--- src/rtl/core/obbt_pkg.sv ---
// ----------------------------------------------------------------------------
// obbt_pkg
// Shared types, constants and small lookup functions for the box overlap core.
// ----------------------------------------------------------------------------
package obbt_pkg;

	localparam int COORD_WIDTH_DEF = 24;
	localparam int QUAT_WIDTH_DEF  = 16;
	localparam int OUT_W           = 8;

	localparam logic CMD_LOAD = 1'b0;
	localparam logic CMD_TEST = 1'b1;

	localparam logic [3:0] AXIS_LAST  = 4'd14;
	localparam logic [4:0] MAT_LAST   = 5'd8;
	localparam logic [4:0] CORN_LAST  = 5'd7;
	localparam logic [4:0] XPROD_LAST = 5'd2;
	localparam logic [4:0] PROJ_ISSUE = 5'd16;
	localparam logic [4:0] PROJ_LAST  = 5'd17;

	localparam logic [1:0] Q_W = 2'd0;
	localparam logic [1:0] Q_X = 2'd1;
	localparam logic [1:0] Q_Y = 2'd2;
	localparam logic [1:0] Q_Z = 2'd3;

	// controller -> datapath
	typedef struct packed {
		logic       capture;
		logic       mat_en;
		logic       half_en;
		logic       corn_en;
		logic       store_ref;
		logic       axis_en;
		logic       hit_init;
		logic       proj_issue;
		logic       eval_en;
		logic       result_load;
		logic [4:0] cnt;
		logic [3:0] axis;
	} obbt_cmd_t;

	// datapath -> controller
	typedef struct packed {
		logic is_test;
		logic axis_zero;
		logic overlap;
	} obbt_sts_t;

	// rotation entry = +/-(base - 2*(a*b +/- c*d)), base one on the diagonal, else zero
	typedef struct packed {
		logic [1:0] ia;
		logic [1:0] ib;
		logic [1:0] ic;
		logic [1:0] id;
		logic       sub;
		logic       diag;
		logic       neg;
	} obbt_msel_t;

	function automatic obbt_msel_t mat_sel(input logic [3:0] e);
		obbt_msel_t s;
		s = '0;
		case (e)
			4'd0: s = '{Q_Y, Q_Y, Q_Z, Q_Z, 1'b0, 1'b1, 1'b0};
			4'd1: s = '{Q_X, Q_Y, Q_W, Q_Z, 1'b0, 1'b0, 1'b0};
			4'd2: s = '{Q_X, Q_Z, Q_W, Q_Y, 1'b1, 1'b0, 1'b0};
			4'd3: s = '{Q_X, Q_Y, Q_W, Q_Z, 1'b1, 1'b0, 1'b0};
			4'd4: s = '{Q_X, Q_X, Q_Z, Q_Z, 1'b0, 1'b1, 1'b0};
			4'd5: s = '{Q_Y, Q_Z, Q_W, Q_X, 1'b0, 1'b0, 1'b0};
			4'd6: s = '{Q_X, Q_Z, Q_W, Q_Y, 1'b0, 1'b0, 1'b1};
			4'd7: s = '{Q_Y, Q_Z, Q_W, Q_X, 1'b1, 1'b0, 1'b1};
			4'd8: s = '{Q_X, Q_X, Q_Y, Q_Y, 1'b0, 1'b1, 1'b1};
			default: s = '0;
		endcase
		return s;
	endfunction

	function automatic logic [1:0] div3(input logic [3:0] v);
		logic [1:0] r;
		case (v)
			4'd0, 4'd1, 4'd2: r = 2'd0;
			4'd3, 4'd4, 4'd5: r = 2'd1;
			default:          r = 2'd2;
		endcase
		return r;
	endfunction

	function automatic logic [1:0] mod3(input logic [3:0] v);
		logic [1:0] r;
		case (v)
			4'd0, 4'd3, 4'd6: r = 2'd0;
			4'd1, 4'd4, 4'd7: r = 2'd1;
			default:          r = 2'd2;
		endcase
		return r;
	endfunction

	function automatic logic [3:0] idx3(input logic [1:0] i, input logic [1:0] k);
		return 4'({i, 1'b0}) + 4'(i) + 4'(k);
	endfunction

	function automatic logic [1:0] rot1(input logic [1:0] k);
		return (k == 2'd2) ? 2'd0 : k + 2'd1;
	endfunction

	function automatic logic [1:0] rot2(input logic [1:0] k);
		return (k == 2'd0) ? 2'd2 : k - 2'd1;
	endfunction

	// bit i set: the corner takes minus half-extent along box axis i
	function automatic logic [2:0] corner_neg(input logic [2:0] c);
		logic [2:0] r;
		case (c)
			3'd0: r = 3'b101;
			3'd1: r = 3'b100;
			3'd2: r = 3'b110;
			3'd3: r = 3'b111;
			3'd4: r = 3'b001;
			3'd5: r = 3'b000;
			3'd6: r = 3'b010;
			default: r = 3'b011;
		endcase
		return r;
	endfunction

endpackage

--- src/rtl/core/obbt_ctrl.sv ---
// ----------------------------------------------------------------------------
// obbt_ctrl
// Sequencer: box build, reference store, axis sweep and result handoff.
// ----------------------------------------------------------------------------
module obbt_ctrl
	import obbt_pkg::*;
(
	input  logic      clk,
	input  logic      arst_n,
	input  logic      s_tvalid,
	output logic      s_tready,
	output logic      m_tvalid,
	input  logic      m_tready,
	output obbt_cmd_t cmd,
	input  obbt_sts_t sts
);

	typedef enum logic [9:0] {
		S_IDLE  = 10'b0000000001,
		S_MAT   = 10'b0000000010,
		S_HALF  = 10'b0000000100,
		S_CORN  = 10'b0000001000,
		S_STORE = 10'b0000010000,
		S_AXIS  = 10'b0000100000,
		S_ZCHK  = 10'b0001000000,
		S_PROJ  = 10'b0010000000,
		S_EVAL  = 10'b0100000000,
		S_DONE  = 10'b1000000000
	} state_t;

	state_t     state_q, state_d;
	logic [4:0] cnt_q, cnt_d;
	logic [3:0] axis_q, axis_d;
	logic       m_valid_q;

	always_comb begin
		state_d = state_q;
		cnt_d   = cnt_q + 5'd1;
		axis_d  = axis_q;
		cmd     = '0;
		cmd.cnt  = cnt_q;
		cmd.axis = axis_q;
		s_tready = 1'b0;
		unique case (state_q)
			S_IDLE: begin
				s_tready    = 1'b1;
				cmd.capture = s_tvalid;
				cnt_d       = '0;
				if (s_tvalid) state_d = S_MAT;
			end
			S_MAT: begin
				cmd.mat_en = 1'b1;
				if (cnt_q == MAT_LAST) begin
					cnt_d   = '0;
					state_d = S_HALF;
				end
			end
			S_HALF: begin
				cmd.half_en = 1'b1;
				if (cnt_q == MAT_LAST) begin
					cnt_d   = '0;
					state_d = S_CORN;
				end
			end
			S_CORN: begin
				cmd.corn_en = 1'b1;
				if (cnt_q == CORN_LAST) begin
					cnt_d = '0;
					if (sts.is_test) begin
						cmd.hit_init = 1'b1;
						axis_d       = '0;
						state_d      = S_AXIS;
					end else begin
						state_d = S_STORE;
					end
				end
			end
			S_STORE: begin
				cmd.store_ref = 1'b1;
				state_d       = S_IDLE;
			end
			S_AXIS: begin
				cmd.axis_en = 1'b1;
				if (cnt_q == XPROD_LAST) state_d = S_ZCHK;
			end
			S_ZCHK: begin
				cnt_d = '0;
				if (!sts.axis_zero) begin
					state_d = S_PROJ;
				end else if (axis_q == AXIS_LAST) begin
					state_d = S_DONE;
				end else begin
					axis_d  = axis_q + 4'd1;
					state_d = S_AXIS;
				end
			end
			S_PROJ: begin
				cmd.proj_issue = (cnt_q < PROJ_ISSUE);
				if (cnt_q == PROJ_LAST) state_d = S_EVAL;
			end
			S_EVAL: begin
				cmd.eval_en = 1'b1;
				cnt_d       = '0;
				if (!sts.overlap || axis_q == AXIS_LAST) begin
					state_d = S_DONE;
				end else begin
					axis_d  = axis_q + 4'd1;
					state_d = S_AXIS;
				end
			end
			S_DONE: begin
				if (!m_valid_q || m_tready) begin
					cmd.result_load = 1'b1;
					state_d         = S_IDLE;
				end
			end
			default: state_d = S_IDLE;
		endcase
	end

	always_ff @(posedge clk or negedge arst_n) begin
		if (!arst_n) begin
			state_q   <= S_IDLE;
			cnt_q     <= '0;
			axis_q    <= '0;
			m_valid_q <= 1'b0;
		end else begin
			state_q <= state_d;
			cnt_q   <= cnt_d;
			axis_q  <= axis_d;
			if (cmd.result_load)  m_valid_q <= 1'b1;
			else if (m_tready)    m_valid_q <= 1'b0;
		end
	end

	assign m_tvalid = m_valid_q;

endmodule

--- config.mk ---
export PLATFORM = sky130hd
export DESIGN_NAME = obbt_ctrl
export DESIGN_NICKNAME = d
export VERILOG_FILES = /design/src/rtl/core/obbt_pkg.sv /design/src/rtl/core/obbt_ctrl.sv
export SDC_FILE = /design/constraint.sdc
export NUM_CORES = 1
export LEC_CHECK = 0
export ABC_AREA = 0
export BUFFER_PORTS_ARGS = -buffer_cell sky130_fd_sc_hd__buf_4
export CAP_MARGIN = 20
export CELL_PAD_IN_SITES_DETAIL_PLACEMENT = 1
export CELL_PAD_IN_SITES_GLOBAL_PLACEMENT = 1
export CORE_ASPECT_RATIO = 0.8
export CORE_MARGIN = 5
export CORE_UTILIZATION = 32
export DETAILED_ROUTE_END_ITERATION = 12
export HOLD_SLACK_MARGIN = 0.15
export PLACE_DENSITY = 0.67
export SETUP_SLACK_MARGIN = 0.15
export SYNTH_ARGS = -nofsm -noshare
export SYNTH_HDL_FRONTEND = slang
export SYNTH_SLANG_ARGS = --single-unit
--- constraint.sdc ---
create_clock -name clk -period 2.6 [get_ports clk]
set_input_delay 0.52 -clock clk [delete_from_list [all_inputs] [get_ports clk]]
set_output_delay 0.52 -clock clk [all_outputs]
set_load 0.03 [all_outputs]
==> impl_metrics.csv <==
group,metric,value,unit
status,status,"complete, no violations",
clocking,clock_sinks,20,
synth,synth.most_common_cell,"dfrtp_1",
final_layout,register_area,504,sq um
timing,holdWs,0.442,ns
floorplanning,die_h,66.3,um
route,drc_errors,0,
placement,dpl_worst_slack,0.129,ns
global_route,antenna_found_initial,0,
timing,layout_setup_ws,0.0512,ns
floorplanning,io_pins,28,
placement,gp_congestion,0.808,
floorplanning,initial_utilization,33.3,%
synth,synth_top_area_cell,"dfrtp_1",
timing,fmax,392,MHz
pwr,clkPwrFrac,13.8,%
final_layout,fin_nets,190,
final_layout,synthToLayoutAreaGrowth,39.6,%
clocking,cts.path.max_buffers,2,
floorplanning,fp-row-count,20,
pwr,p_sw,671,uW
placement,placed_cell_area,0.00159,sq mm
timing,rsz0062_at_grt,"true",
pwr,p_leak,0.000836,uW
synth,synthTopCellsByCount,"dfrtp_1 (19), nor2_1 (11), inv_1 (8), nand3_1 (8)",
final_layout,n_antenna_cell,0,
global_route,grt_max_degree,21,
min_path,worst_hold_path_type,"input pin to flip-flop",
worst_setup_path,worst_setup_path_start_kind,"flip-flop",
worst_setup_path,rrSetupSlack,0.18,ns
timing,min_period,2.55,ns
synth,ys_top_cells_by_area,"dfrtp_1 (38%), ha_1 (5.9%), nor4b_1 (4.1%)",
run,max_cap_viol_count,0,
synth,synth_edf_count,0,
synth,synth_flop_cell,"dfrtp_1",
pwr,total_power,1510,uW
final_layout,drive_above_1_share,40.3,%
synth,synth_area,0.00127,sq mm
worst_setup_path,crit_arrival,2.03,ns
synth,syn_avg_cell_area,9.60,sq um
clocking,clock_latency,0.25,ns
placement,port-buffer-count,27,
synth,synth_seq_area_share,39.6,%
pwr,internal_power,838,uW
timing,worstMarginPinSlew,0.480,ns
timing,maxSlewHeadroom,67.7,%
final_layout,layout.cells.non_filler,231,
synth,ys_seq_elements,20,
pwr,combPwrFrac,55.5,%
min_path,hold_depth,2,
synth,syn_inst,132,
pwr,p_per_area,853,mW/mm^2
worst_setup_path,critPathCaptureType,"primary output",
placement,hpwlAfterDp,3090,um
synth,synth.distinct_cells,47,
route,dr.pass1.iters,4,
pwr,p_sw_share,44.5,%
clocking,clockRootBuffer,"clkbuf_8",
worst_setup_path,worst-setup-path-type,"flip-flop to primary output",
pwr,vdd_drop_max,579,uV
worst_setup_path,r2r_cells,5,
final_layout,design_area,0.00177,sq mm
clocking,cts_buffers,3,
timing,fin_skew,0.000346,ns
global_route,gr-usage-all-layers,15.7,%
pwr,pwr-share-seq,30.7,%
floorplanning,die_x,80.4,um
final_layout,n_fill_cell,458,
worst_setup_path,worstPathRequired,2.08,ns
placement,dp.cells,215,
global_route,grt_pass1_wl,6440,um
clocking,htree_levels,1,
route,first_iter_violations,66,
route,wl,4250,um
route,ant_nets,0,
clocking,cts_tree,"done",
floorplanning,design.die.area,0.00533,sq mm
timing,final-max-slew-violation-count,0,
synth,syn_nets,145,
synth,yosysWarnings,0,
route,num_vias,1258,
route,viasPerCell,5.45,
worst_setup_path,worst-path-max-fanout,5,
global_route,grt_pass1_vias,1264,
floorplanning,coreArea,0.00380,sq mm
timing,hold_viol,0,
clocking,clkTransAtPathRegs,0.07,ns
global_route,overflow,0,
final_layout,multi_input_area,788,sq um
timing,setup_viol,0,
timing,timing.final.crit_share,98.0,%
route,wl_per_cell,18.4,um
synth,synth_top_area_share,37.5,%
synth,async_flop_share,100,%
-- critical path: stages, from the launching register on --
cell	delay, ns
dfrtp_1	0.42
or4_4	0.56
or3_4	0.42
nor3b_2	0.18
buf_4	0.19
-- sequential cells by signal, summed over array words and instances (netlist names) --
signal,count
state_q,10
cnt_q,5
axis_q,4
m_tvalid,1
-- cell usage in the layout, fill, tap and decap left out, drive strengths merged, types with 2 or more instances in the layout --
cell type	n
or4b	2
buf	43
mux2	2
nor4	4
a21oi	2
or4	2
nand4	2
and4bb	2
or3	4
nand3	8
nor3	7
clkbuf	4
o211ai	2
inv	8
nor2b	2
xor2	4
dfrtp	19
ha	6
xnor2	2
nand2b	5
and2	2
o21ai	6
o2bb2ai	2
nor4b	6
nand2	2
nor2	11
-- metal layers --
metal,global-route usage [%],wire [um],up-vias
li1,-,-,577
met1,20.9,1870,648
met3,3.27,150,6
met2,26.3,2190,27
met4,2.74,49,0
met5,0,0,-
-- cells by family (layout without fill, tap and decap cells) --
family	count (synthesis)	count (layout)	share of synthesized area, %
flip-flops	20	20	39.6
XOR/XNOR	6	6	4.15
adder cells (fa/ha/maj)	6	6	5.92
buffers and inverters	12	56	4.34
AO/OA/AOI/OAI	23	23	12.6
multiplexers	2	2	2.07
AND/OR/NAND/NOR	63	63	31.3
-- worst paths after layout --
path,from,to
max reg2reg,state_q[4],state_q[2]
min,sts[2],state_q[4]
min reg2reg,cnt_q[0],cnt_q[0]
min in group asynchronous,arst_n,state_q[1]
max in group asynchronous,arst_n,state_q[0]
max,state_q[4],cmd[9]
-- power by group through the flow --
stage,clock [uW],sequential [uW],combinational (uW)
6_report,208,463,837
5_1_grt,230,477,906
4_1_cts,219,458,810
3_5_place_dp,0,464,782
3_3_place_gp,0,456,755
2_1_floorplan,0,453,546
-- through the flow --
stage | utilization (%) | TNS [ns]
6_report | 46.5 | 0
5_1_grt | 46.5 | 0
4_1_cts | 44.1 | 0
3_5_place_dp | 41.7 | 0
3_3_place_gp | 41.7 | 0
2_1_floorplan | - | -0.0265
-- area by class of cell --
class                           count  share of cell area, %
Multi-Input combinational cell    100                   44.6
Sequential cell                    20                   28.5
Timing Repair Buffer               44                   18.8
Tap cell                           55                   3.89
Clock buffer                        4                   2.55
Inverter                            8                   1.70
-- timing repair --
item                       in CTS  in global routing
setup endpoints to repair       6                 13
resized for setup               4                  7
hold endpoints to repair       19                  0
setup buffers                   3                  8
pin swaps                       1                  5
hold buffers                    1                  0
No activity file was read; power rests on OpenSTA's default activity.
